### src/design/urn_pkg.sv
`default_nettype none
// ----------------------------------------------------------------------------
// urn_pkg: shared types and helpers for the URI percent renormalizer
// Item structs, the decoded-entry format and the character class helpers.
// ----------------------------------------------------------------------------
package urn_pkg;

  localparam logic [7:0] CH_PCT   = 8'h25;
  localparam logic [7:0] CH_SLASH = 8'h2F;
  localparam logic [7:0] CH_DASH  = 8'h2D;
  localparam logic [7:0] CH_DOT   = 8'h2E;
  localparam logic [7:0] CH_UNDER = 8'h5F;
  localparam logic [7:0] CH_TILDE = 8'h7E;

  localparam int QDEPTH  = 2;
  localparam int QPTR_W  = $clog2(QDEPTH);
  localparam int QCNT_W  = $clog2(QDEPTH + 1);
  localparam int MAX_DEC = 3;

  typedef struct packed {
    logic [7:0] in_byte;
    logic       in_last;
  } in_item_t;

  typedef struct packed {
    logic [7:0] out_char;
    logic       out_last;
  } out_item_t;

  typedef struct packed {
    logic [1:0]              cnt;
    logic                    last;
    logic [MAX_DEC-1:0][7:0] data;
  } dec_entry_t;

  typedef struct packed {
    logic       valid;
    dec_entry_t entry;
  } q_head_t;

  function automatic logic is_hex(input logic [7:0] c);
    return ((c >= 8'h30) && (c <= 8'h39)) || ((c >= 8'h41) && (c <= 8'h46)) ||
           ((c >= 8'h61) && (c <= 8'h66));
  endfunction

  function automatic logic [3:0] hex_val(input logic [7:0] c);
    logic [3:0] v;
    v = 4'd0;
    if ((c >= 8'h30) && (c <= 8'h39)) v = c[3:0];
    else if (((c >= 8'h41) && (c <= 8'h46)) || ((c >= 8'h61) && (c <= 8'h66)))
      v = c[3:0] + 4'd9;
    return v;
  endfunction

  function automatic logic is_unreserved(input logic [7:0] c);
    return ((c >= 8'h30) && (c <= 8'h39)) || ((c >= 8'h41) && (c <= 8'h5A)) ||
           ((c >= 8'h61) && (c <= 8'h7A)) || (c == CH_DASH) || (c == CH_DOT) ||
           (c == CH_UNDER) || (c == CH_TILDE);
  endfunction

  function automatic logic [7:0] hex_char(input logic [3:0] n);
    logic [7:0] r;
    if (n < 4'd10) r = 8'h30 + {4'd0, n};
    else r = 8'h37 + {4'd0, n};
    return r;
  endfunction

endpackage
`default_nettype wire

### src/design/urn_front.sv
`default_nettype none
// ----------------------------------------------------------------------------
// urn_front: percent decoder
// Accepts raw bytes, holds escape lookahead and emits at most one decoded
// entry of up to three bytes per input item.
// ----------------------------------------------------------------------------
module urn_front import urn_pkg::*; (
  input  wire logic       clk,
  input  wire logic       rst_n,
  input  wire logic       accept,
  input  wire in_item_t   item,
  output logic            push,
  output dec_entry_t      entry
);

  logic [1:0] held_cnt_r, held_cnt_nxt;
  logic [7:0] held_digit_r, held_digit_nxt;
  logic [1:0] k;
  logic       b_hex;
  logic [7:0] b;

  assign b     = item.in_byte;
  assign b_hex = is_hex(b);

  always_comb begin
    held_cnt_nxt   = held_cnt_r;
    held_digit_nxt = held_digit_r;
    entry          = '0;
    k              = 2'd0;
    unique case (held_cnt_r)
      2'd1: begin
        if (b_hex) begin
          held_cnt_nxt   = 2'd2;
          held_digit_nxt = b;
        end else begin
          entry.data[k] = CH_PCT;
          k = k + 2'd1;
          if (b == CH_PCT) held_cnt_nxt = 2'd1;
          else begin
            held_cnt_nxt  = 2'd0;
            entry.data[k] = b;
            k = k + 2'd1;
          end
        end
      end
      2'd2: begin
        if (b_hex) begin
          entry.data[k] = {hex_val(held_digit_r), hex_val(b)};
          k = k + 2'd1;
          held_cnt_nxt = 2'd0;
        end else begin
          entry.data[k] = CH_PCT;
          k = k + 2'd1;
          entry.data[k] = held_digit_r;
          k = k + 2'd1;
          if (b == CH_PCT) held_cnt_nxt = 2'd1;
          else begin
            held_cnt_nxt  = 2'd0;
            entry.data[k] = b;
            k = k + 2'd1;
          end
        end
      end
      default: begin
        if (b == CH_PCT) held_cnt_nxt = 2'd1;
        else begin
          held_cnt_nxt  = 2'd0;
          entry.data[k] = b;
          k = k + 2'd1;
        end
      end
    endcase
    if (item.in_last) begin
      if (held_cnt_nxt == 2'd1) begin
        entry.data[k] = CH_PCT;
        k = k + 2'd1;
      end else if (held_cnt_nxt == 2'd2) begin
        entry.data[k] = CH_PCT;
        k = k + 2'd1;
        entry.data[k] = held_digit_nxt;
        k = k + 2'd1;
      end
      held_cnt_nxt = 2'd0;
    end
    entry.cnt  = k;
    entry.last = item.in_last;
  end

  assign push = accept && (k != 2'd0);

  always_ff @(posedge clk) begin
    if (!rst_n) begin
      held_cnt_r   <= 2'd0;
      held_digit_r <= 8'd0;
    end else if (accept) begin
      held_cnt_r   <= held_cnt_nxt;
      held_digit_r <= held_digit_nxt;
    end
  end

endmodule
`default_nettype wire

### src/design/urn_queue.sv
`default_nettype none
// ----------------------------------------------------------------------------
// urn_queue: decoded entry queue
// Short FIFO between decoder and encoder so each side stalls on its own.
// ----------------------------------------------------------------------------
module urn_queue import urn_pkg::*; (
  input  wire logic       clk,
  input  wire logic       rst_n,
  input  wire logic       push,
  input  wire dec_entry_t wr_entry,
  input  wire logic       pop,
  output q_head_t         head,
  output logic            full
);

  dec_entry_t              mem_r [QDEPTH];
  logic [QPTR_W-1:0]       wr_ptr_r, rd_ptr_r;
  logic [QCNT_W-1:0]       cnt_r, cnt_nxt;

  assign full        = (cnt_r == QCNT_W'(QDEPTH));
  assign head.valid  = (cnt_r != '0);
  assign head.entry  = mem_r[rd_ptr_r];

  always_comb begin
    cnt_nxt = cnt_r;
    if (push && !pop) cnt_nxt = cnt_r + 1'b1;
    else if (pop && !push) cnt_nxt = cnt_r - 1'b1;
  end

  always_ff @(posedge clk) begin
    if (!rst_n) begin
      wr_ptr_r <= '0;
      rd_ptr_r <= '0;
      cnt_r    <= '0;
    end else begin
      cnt_r <= cnt_nxt;
      if (push) wr_ptr_r <= (wr_ptr_r == QPTR_W'(QDEPTH - 1)) ? '0 : wr_ptr_r + 1'b1;
      if (pop) rd_ptr_r <= (rd_ptr_r == QPTR_W'(QDEPTH - 1)) ? '0 : rd_ptr_r + 1'b1;
    end
  end

  always_ff @(posedge clk) begin
    if (push) mem_r[wr_ptr_r] <= wr_entry;
  end

endmodule
`default_nettype wire

### src/design/urn_back.sv
`default_nettype none
// ----------------------------------------------------------------------------
// urn_back: percent encoder
// Walks each decoded entry and emits one output character per cycle into a
// registered output stage, unless the output stalls or no entry waits.
// ----------------------------------------------------------------------------
module urn_back import urn_pkg::*; (
  input  wire logic    clk,
  input  wire logic    rst_n,
  input  wire logic    slash_mode,
  input  wire q_head_t head,
  output logic         pop,
  output logic         out_valid,
  input  wire logic    out_stall,
  output out_item_t    out_data
);

  logic [1:0] bi_r, bi_nxt;
  logic [1:0] ph_r, ph_nxt;
  logic       out_valid_r, out_valid_nxt;
  out_item_t  out_data_r;
  logic [7:0] c;
  logic [7:0] ch;
  logic       esc;
  logic       load;
  logic       byte_end;
  logic       ent_end;

  assign c        = head.entry.data[bi_r];
  assign esc      = !(is_unreserved(c) || ((c == CH_SLASH) && !slash_mode));
  assign load     = head.valid && (!out_valid_r || !out_stall);
  assign byte_end = !esc || (ph_r == 2'd2);
  assign ent_end  = byte_end && (bi_r == (head.entry.cnt - 2'd1));
  assign pop      = load && ent_end;

  always_comb begin
    unique case (ph_r)
      2'd0:    ch = esc ? CH_PCT : c;
      2'd1:    ch = hex_char(c[7:4]);
      default: ch = hex_char(c[3:0]);
    endcase
  end

  always_comb begin
    bi_nxt = bi_r;
    ph_nxt = ph_r;
    if (load) begin
      if (byte_end) begin
        ph_nxt = 2'd0;
        bi_nxt = ent_end ? 2'd0 : bi_r + 2'd1;
      end else begin
        ph_nxt = ph_r + 2'd1;
      end
    end
    if (load) out_valid_nxt = 1'b1;
    else out_valid_nxt = out_valid_r && out_stall;
  end

  always_ff @(posedge clk) begin
    if (!rst_n) begin
      bi_r        <= 2'd0;
      ph_r        <= 2'd0;
      out_valid_r <= 1'b0;
    end else begin
      bi_r        <= bi_nxt;
      ph_r        <= ph_nxt;
      out_valid_r <= out_valid_nxt;
    end
  end

  always_ff @(posedge clk) begin
    if (load) begin
      out_data_r.out_char <= ch;
      out_data_r.out_last <= head.entry.last && ent_end;
    end
  end

  assign out_valid = out_valid_r;
  assign out_data  = out_data_r;

endmodule
`default_nettype wire

### src/design/uri_percent_renormalizer_top.sv
`default_nettype none
// ----------------------------------------------------------------------------
// uri_percent_renormalizer_top: streaming URI percent renormalizer
// Input channel (in_valid/in_stall/in_data) takes one raw byte per item with
// a last flag. The decoder resolves %XY escapes and keeps up to two bytes of
// lookahead, flushing them on the last byte. Decoded bytes queue up (two
// entries) for the encoder, which emits one character per cycle on the
// output channel (out_valid/out_stall/out_data): unreserved characters and,
// unless cfg_data turned slash escaping on, '/' pass; anything else is %XY.
// With queue and output stage empty, an accepted item's entry is written to
// the queue, then its first character is registered into the output stage.
// The decoder takes one input item per cycle while the queue is not full; the
// encoder emits one character per cycle while the output is not stalled, and
// an item yields up to 7 characters, typically 1 or 3. in_stall rises only
// while the queue is full. A stalled output holds its character while the
// encoder waits. Reset clears held lookahead, the queue and the output stage
// and turns slash escaping off. Write cfg only when idle.
// ----------------------------------------------------------------------------
module uri_percent_renormalizer_top import urn_pkg::*; (
  input  wire logic      clk,
  input  wire logic      rst_n,
  input  wire logic      cfg_we,
  input  wire logic      cfg_data,
  input  wire logic      in_valid,
  output logic           in_stall,
  input  wire in_item_t  in_data,
  output logic           out_valid,
  input  wire logic      out_stall,
  output out_item_t      out_data
);

  logic       slash_mode_r;
  logic       accept;
  logic       push;
  logic       pop;
  logic       q_full;
  dec_entry_t dec_entry;
  q_head_t    head;

  assign in_stall = q_full;
  assign accept   = in_valid && !in_stall;

  always_ff @(posedge clk) begin
    if (!rst_n) slash_mode_r <= 1'b0;
    else if (cfg_we) slash_mode_r <= cfg_data;
  end

  urn_front u_front (
    .clk    (clk),
    .rst_n  (rst_n),
    .accept (accept),
    .item   (in_data),
    .push   (push),
    .entry  (dec_entry)
  );

  urn_queue u_queue (
    .clk      (clk),
    .rst_n    (rst_n),
    .push     (push),
    .wr_entry (dec_entry),
    .pop      (pop),
    .head     (head),
    .full     (q_full)
  );

  urn_back u_back (
    .clk        (clk),
    .rst_n      (rst_n),
    .slash_mode (slash_mode_r),
    .head       (head),
    .pop        (pop),
    .out_valid  (out_valid),
    .out_stall  (out_stall),
    .out_data   (out_data)
  );

endmodule
`default_nettype wire

### config.mk
export PLATFORM = sky130hd
export DESIGN_NAME = uri_percent_renormalizer_top
export DESIGN_NICKNAME = d
export VERILOG_FILES = /design/src/design/urn_pkg.sv /design/src/design/urn_front.sv /design/src/design/urn_queue.sv /design/src/design/urn_back.sv /design/src/design/uri_percent_renormalizer_top.sv
export SDC_FILE = /design/constraint.sdc
export NUM_CORES = 1
export LEC_CHECK = 0
export BUFFER_PORTS_ARGS = -buffer_cell sky130_fd_sc_hd__buf_2
export CELL_PAD_IN_SITES_DETAIL_PLACEMENT = 0
export CELL_PAD_IN_SITES_GLOBAL_PLACEMENT = 2
export CORE_ASPECT_RATIO = 0.9
export CORE_MARGIN = 2
export CORE_UTILIZATION = 44
export CTS_BUF_LIST = sky130_fd_sc_hd__clkbuf_8 sky130_fd_sc_hd__clkbuf_16
export DETAILED_ROUTE_END_ITERATION = 8
export PLACE_DENSITY_LB_ADDON = 0.1
export SLEW_MARGIN = 0
export SYNTH_ARGS = -nofsm -noshare
export SYNTH_HDL_FRONTEND = slang
export SYNTH_HIERARCHICAL = 1
export SYNTH_SLANG_ARGS = --single-unit
### constraint.sdc
create_clock -name clk -period 12.2 [get_ports clk]
set_clock_uncertainty 0.05 [all_clocks]
set_input_delay 2.44 -clock clk [delete_from_list [all_inputs] [get_ports clk]]
set_output_delay 2.44 -clock clk [all_outputs]
set_load 0.05 [all_outputs]
# Word-level counts from Yosys, hierarchy flattened

Memory sizes are Yosys's and may differ from the RTL's. A register that Yosys moved wholly into a read port is not among the register bits.
Index checks and enable logic that the tools add are counted.

Register bits after elaboration: 29
Memory bits (writable): 54
Bits of input ports: 15
Output and inout port bits: 11
Logic and storage cells: 166
Memories kept: 1

Add/sub/neg operators: 15
Order comparisons: 25
Equality and inequality tests: 14
Multiplexer cells: 52
Bitwise logic cells: 3
Reductions and logical operators: 45

Memories:

| name          | words | bits a word | read ports | clocked after memory_dff | wr ports | RTL line        | text |
|---|---|---|---|---|---|---|---|
| u_queue.mem_r | 2     | 27          | 1          | 1                        | 1        | urn_queue.sv:16 | `dec_entry_t mem_r [QDEPTH];` |

Operator list:

| cell                                                                         | number |
|---|---|
| 8-bit 2-to-1 mux                                                             | 11 |
| 24-bit 2-to-1 mux                                                            | 3 |
| 8-bit by 7-bit >= comparator with 1-bit output, second input constant        | 6 |
| 8-bit by 7-bit <= comparator with 1-bit output, second input constant        | 6 |
| 8-bit one-hot mux with 2 select lines                                        | 3 |
| 8-bit demux with 2-bit select                                                | 2 |
| 8-bit by 6-bit equality test with 1-bit output, second input constant        | 4 |
| 16-bit 2-to-1 mux                                                            | 2 |
| 6-bit by 4-bit adder with 7-bit output, first input constant                 | 4 |
| 2-bit 2-to-1 mux                                                             | 13 |
| 24-bit bitwise mux                                                           | 1 |
| 8-bit by 6-bit >= comparator with 1-bit output, second input constant        | 3 |
| 8-bit by 6-bit <= comparator with 1-bit output, second input constant        | 3 |
| 1-bit logical AND                                                            | 21 |
| 8-bit binary-select mux with 2-bit select                                    | 1 |
| 8-bit by 7-bit equality test with 1-bit output, second input constant        | 2 |
| 4-bit 2-to-1 mux                                                             | 4 |
| 15-bit AND                                                                   | 1 |
| 15-bit inverter                                                              | 1 |
| 1-bit logical OR                                                             | 13 |
| 2-bit by 1-bit adder with 2-bit output, second input constant                | 5 |
| 1-bit 2-to-1 mux                                                             | 10 |
| 2-bit by 3-bit less-than comparator with 1-bit output, second input constant | 3 |
| 9-bit bitwise OR                                                             | 1 |
| other kinds (13)                                                             | 31 |

# Depth between registers and ports, before layout

Depth in word-level cells: 17
Gate-level depth with buffers: 19
Mapped depth without buffers: 18

# Cells and area by module

Netlist, hierarchy kept.

By module, submodules not included:

| module                       | instances | cells an instance | area each (um^2) | sequential area each (um^2) |
|---|---|---|---|---|
| urn_queue                    | 1         | 106               | 2174.6           | 1721.7 |
| urn_front                    | 1         | 223               | 1612.8           | 200.2 |
| urn_back                     | 1         | 157               | 1331.3           | 370.4 |
| uri_percent_renormalizer_top | 1         | 4                 | 42.5             | 20.0 |

# Worst setup path before layout

Ideal clock, no wire load.

Path type: input-to-reg
Start point: input in_data[2] (netlist name)
End point: memory u_queue/mem_r[0][0] (netlist name) (enable)
Library setup time: 0.415 ns
Arrival time: 6.269 ns
Data required time: 11.735 ns
Path slack: 5.465 ns
Stages on the path: 16
Path buffers: 1
Path through: inv_1 ha_1 or3b_1 and3_1 buf_6 nor2_1 nand2_1 o31a_1 inv_1 ha_1 o211ai_1 a21oi_1 a31oi_1 o22a_1 a31oi_1 nor2b_1

Cells in the longest elaborated chain, start to end: 15
Elaborated cells on any way between the ends: 33
Those cells by class: add/sub: 2; order compare: 6; eq/ne: 3; mux: 15; reduce/logical: 7

RTL lines:

| element                                                                      | RTL line                           | text |
|---|---|---|
| from (decl)                                                                  | uri_percent_renormalizer_top.sv:26 | `input wire in_item_t in_data,` |
| 8-bit by 6-bit >= comparator with 1-bit output, or another cell as far along | urn_pkg.sv:42                      | `return ((c >= 8'h30) && (c <= 8'h39)) \|\| ((c >= 8'h41) && (c <= 8'h46)) \|\|` |
| 1-bit logical AND                                                            | urn_pkg.sv:42                      |  |
| 1-bit logical OR (2 in a row)                                                | urn_pkg.sv:42                      |  |
| 2-bit 2-to-1 mux, on equally long branches                                   | urn_front.sv:47, urn_front.sv:32   |  |
| 2-bit one-hot mux with 2 select lines                                        | urn_front.sv:30                    | `unique case (held_cnt_r)` |
| 2-bit by 1-bit adder with 2-bit output                                       | urn_front.sv:76, urn_front.sv:79   |  |
| 2-bit by 1-bit adder with 2-bit output                                       | urn_front.sv:81                    | `k = k + 2'd1;` |
| 2-bit 2-to-1 mux                                                             | urn_front.sv:77                    | `end else if (held_cnt_nxt == 2'd2) begin` |
| 2-bit 2-to-1 mux                                                             | urn_front.sv:74                    | `if (held_cnt_nxt == 2'd1) begin` |
| 2-bit 2-to-1 mux *                                                           | urn_front.sv:73                    | `if (item.in_last) begin` |
| 2-bit nonzero test *                                                         | urn_front.sv:89                    | `assign push = accept && (k != 2'd0);` |
| 1-bit logical AND *                                                          | urn_front.sv:89                    |  |
| net push                                                                     | uri_percent_renormalizer_top.sv:34 | `logic push;` |
| 1-bit 2-to-1 mux *                                                           | urn_queue.sv:43                    | `if (push) mem_r[wr_ptr_r] <= wr_entry;` |
| 1-bit 2-to-1 mux (implied by the code) *                                     | urn_queue.sv:43                    |  |
| to (decl)                                                                    | urn_queue.sv:16                    |  |

The timed path passes the listed nets; every way through them passes the cells marked *.

# Worst setup path in the final report

Start point: input in_data[2] (netlist name)
End point: memory u_queue/mem_r[0][11] (netlist name) (enable)

The elaborated chain is that of the path after synthesis.

==> impl_metrics.toml <==
[floorplanning]
core-area_mm2 = 0.01143
die_w_um = 118.2
rows = 37
dieArea_mm2 = 0.01261
die_h_um = 106.7
start_util = 0.4514
ios = 26

[critical_path]
cp.required_ns = 12.15
crit_fanout = 28
startpoint_type = "input port"
crit_path_end_kind = "flop"
crit_arrival_ns = 6.08
worst-setup-path-type = "input port to flop"

[pwr]
ir_worst_vdd_v = 0.0001116
fin_total_pwr_mw = 1.131
power_density_mw_per_mm2 = 197.9
p_leak_nw = 2.069

[sta]
hold_violations = 0
period_share = 0.5030
finalSetupTns_ns = 0
fin_crit_ns = 6.137
clock.fmax_ghz = 0.1629
relSlewSlack = 0.2603
rsz0062_at_grt = "no"
max_slew.worst_pin.slew_ns = 1.107
final-setup-viol-count = 0
slew_viol_final = 0

[yosys]
async_flop_share = 0
synth_top_area_cell = "edfxtp_1"
synth_cells = 490
synth_edf_count = 63
yosysTopAreaCellShare = 0.3665
synthesis.nets = 531
synthDistinctLibCells = 71
yosysMostFrequentCell = "edfxtp_1"
synth-seq-cells = 84
synthesis.area_mm2 = 0.005161
yosys_most_used_dff = "edfxtp_1"
synth_common_cells = "63 x edfxtp_1, 40 x nand2_1, 35 x a21oi_1"
ys_warn_count = 6
syn_avg_cell_area_um2 = 10.53
synth-seq-area-share = 0.4480
ys_top_cells_by_area = "edfxtp_1 37%, dfxtp_1 8.1%, ha_1 6.3%"

[cells_and_area]
antenna_cells = 0
fin_cells = 668
nFillCells = 1085
num-nets-final = 548
final_core_util = 0.4998
finalInstanceArea_mm2 = 0.005715
synthToLayoutAreaGrowth_pct = 10.74
drive_gt1_frac = 0.1758

[grt]
grt_overflow = 0
grt_max_degree = 29
grt_pass1_wl_um = 20190
antenna_found_initial = 0
grt_pass1_vias = 3687
grt_usage = 0.2072

[clock_tree]
cts.sinks = 84
htree_levels = 3
cts_buffers = 9
clk_latency_ns = 0.34
cts_tree = "yes"
cts_max_path_buffers = 2
cts.clk_slew.worst_paths_ns = 0.06
cts_setup_buffers = 0
cts-root-buf = "clkbuf_16"
cts_resized = 0
cts_hold_buffers = 0

[placement]
place_congestion = 0.8828
dp_cells = 652
hpwlAfterDp_um = 9253
numPortBuffers = 25
placed_area_mm2 = 0.005375

[route]
ant_nets = 0
vias_per_cell = 5.924
wl_per_cell_um = 19.01
wl_um = 12700
vias = 3957
drc = 0
drt-initial-drc-count = 348
first_pass_iters = 5

[run_status]
run_status = "finished, final reports clean"

[job]
max-cap-violations = 0

[worst_hold_path]
hold_path.class = "flop to flop"
## critical path, stage by stage
cell and delay (ns):
buf_2 0.16, inv_1 0.11, ha_1 0.21, or3b_1 0.39
and3_1 0.30, nor2_1 0.28, nand2_1 0.09, o31a_1 0.29
inv_1 0.09, ha_1 0.25, o211ai_1 0.12, a21oi_1 0.16
a31oi_1 0.06, o22a_1 0.23, a31oi_1 0.31, nor2b_2 0.20
buf_4 0.35
## where the power goes
part | total (mW) | leakage (nW) | internal (mW) | switching (mW)
logic | 0.430 | 1.14 | 0.148 | 0.282
clock network | 0.309 | 0.161 | 0.199 | 0.110
registers | 0.392 | 0.765 | 0.373 | 0.0184
total | 1.13 | 2.07 | 0.721 | 0.410
## final timing paths
| check | cells past startpoint | slack (ns) | from | to |
|---|---|---|---|---|
| worst max register to register | 17 | 7.82 | flop | u_queue/cnt_r[1]$_SDFFE_PN0P_ |
| worst max-delay path | 17 | 6.06 | in_data[2] | u_queue/mem_r[0][11]$_DFFE_PP_ |
| worst min register to register | 2 | 0.45 | u_queue/cnt_r[1]$_SDFFE_PN0P_ | u_queue/cnt_r[1]$_SDFFE_PN0P_ |
| worst min-delay path | 2 | 0.45 | u_queue/cnt_r[1]$_SDFFE_PN0P_ | u_queue/cnt_r[1]$_SDFFE_PN0P_ |
## through the flow
step	hold WS [ns]	setup WS, ns
after floorplan	0.4074	5.465
after global placement	0.4308	5.886
after detailed placement	0.4480	5.744
after CTS	0.4577	6.099
after global routing	0.4710	5.738
final	0.4514	6.063
## cells by family (layout without fill, tap and decap cells)
group	count (synthesis)	after routing	synth area share
muxes	46	46	0.09576
DFF	84	84	0.4480
adders and majority gates	26	26	0.06303
other	1	1	0.0007266
AOI/OAI and AO/OA	143	143	0.2002
buffers and inverters	53	75	0.05018
and+or+nand+nor	131	131	0.1319
xor gates and xnor gates	6	6	0.01018
## state kept, by name (all words and copies together), names as in the netlist, named ones only
| signal | count |
|---|---|
| u_queue/rd_ptr_r | 1 |
| u_back/out_data | 9 |
| u_back/ph_r | 2 |
| u_queue/wr_ptr_r | 1 |
| u_queue/mem_r | 54 |
| u_front/held_cnt_r | 2 |
| u_back/bi_r | 2 |
| slash_mode_r | 1 |
| u_front/held_digit_r | 8 |
| u_back/out_valid | 1 |
| u_queue/cnt_r | 2 |
## layer usage
metal	routed length [um]	GRT usage	part of all wire	vias up
met1	6032	0.2994	0.48	1931
met4	118	0.04819	0.0093	0
met3	851	0.04628	0.067	15
met2	5695	0.3171	0.45	128
li1	-	-	-	1883
met5	0	0	0	-
## layout by cell type, fill, tap and decap left out, types with 3 or more instances in the layout
cell	instances
buf_4	6
a21boi_1	3
bufinv_16	3
o21ai_0	18
a32o_1	3
a211oi_1	4
a21oi_1	35
o2bb2ai_2	3
clkbuf_16	9
mux2_2	27
nor2_1	25
nor2b_1	10
edfxtp_1	63
nor3_1	7
o22a_1	4
a221o_1	4
buf_2	25
nand3_1	10
a31oi_1	10
and2_1	10
inv_1	28
a32oi_1	5
mux2i_1	19
a2bb2oi_1	6
o31ai_1	3
o211ai_1	6
and3_1	6
nand4_1	3
nand2_1	40
dfxtp_1	21
o21a_1	3
o22ai_1	5
ha_1	26
xnor2_1	4
a22oi_1	5
## final cells by class
class / instances / area, um2 / area share
inverters: 28 / 105.1 / 0.01839
well taps: 156 / 195.2 / 0.03415
clock buffers: 9 / 225.2 / 0.03940
repair buffers: 31 / 170.2 / 0.02977
multi-input cells: 353 / 2592 / 0.4536
flip-flops and latches: 84 / 2312 / 0.4046
clock inverters: 7 / 115.1 / 0.02014
Power figures use the tool's default switching activity.
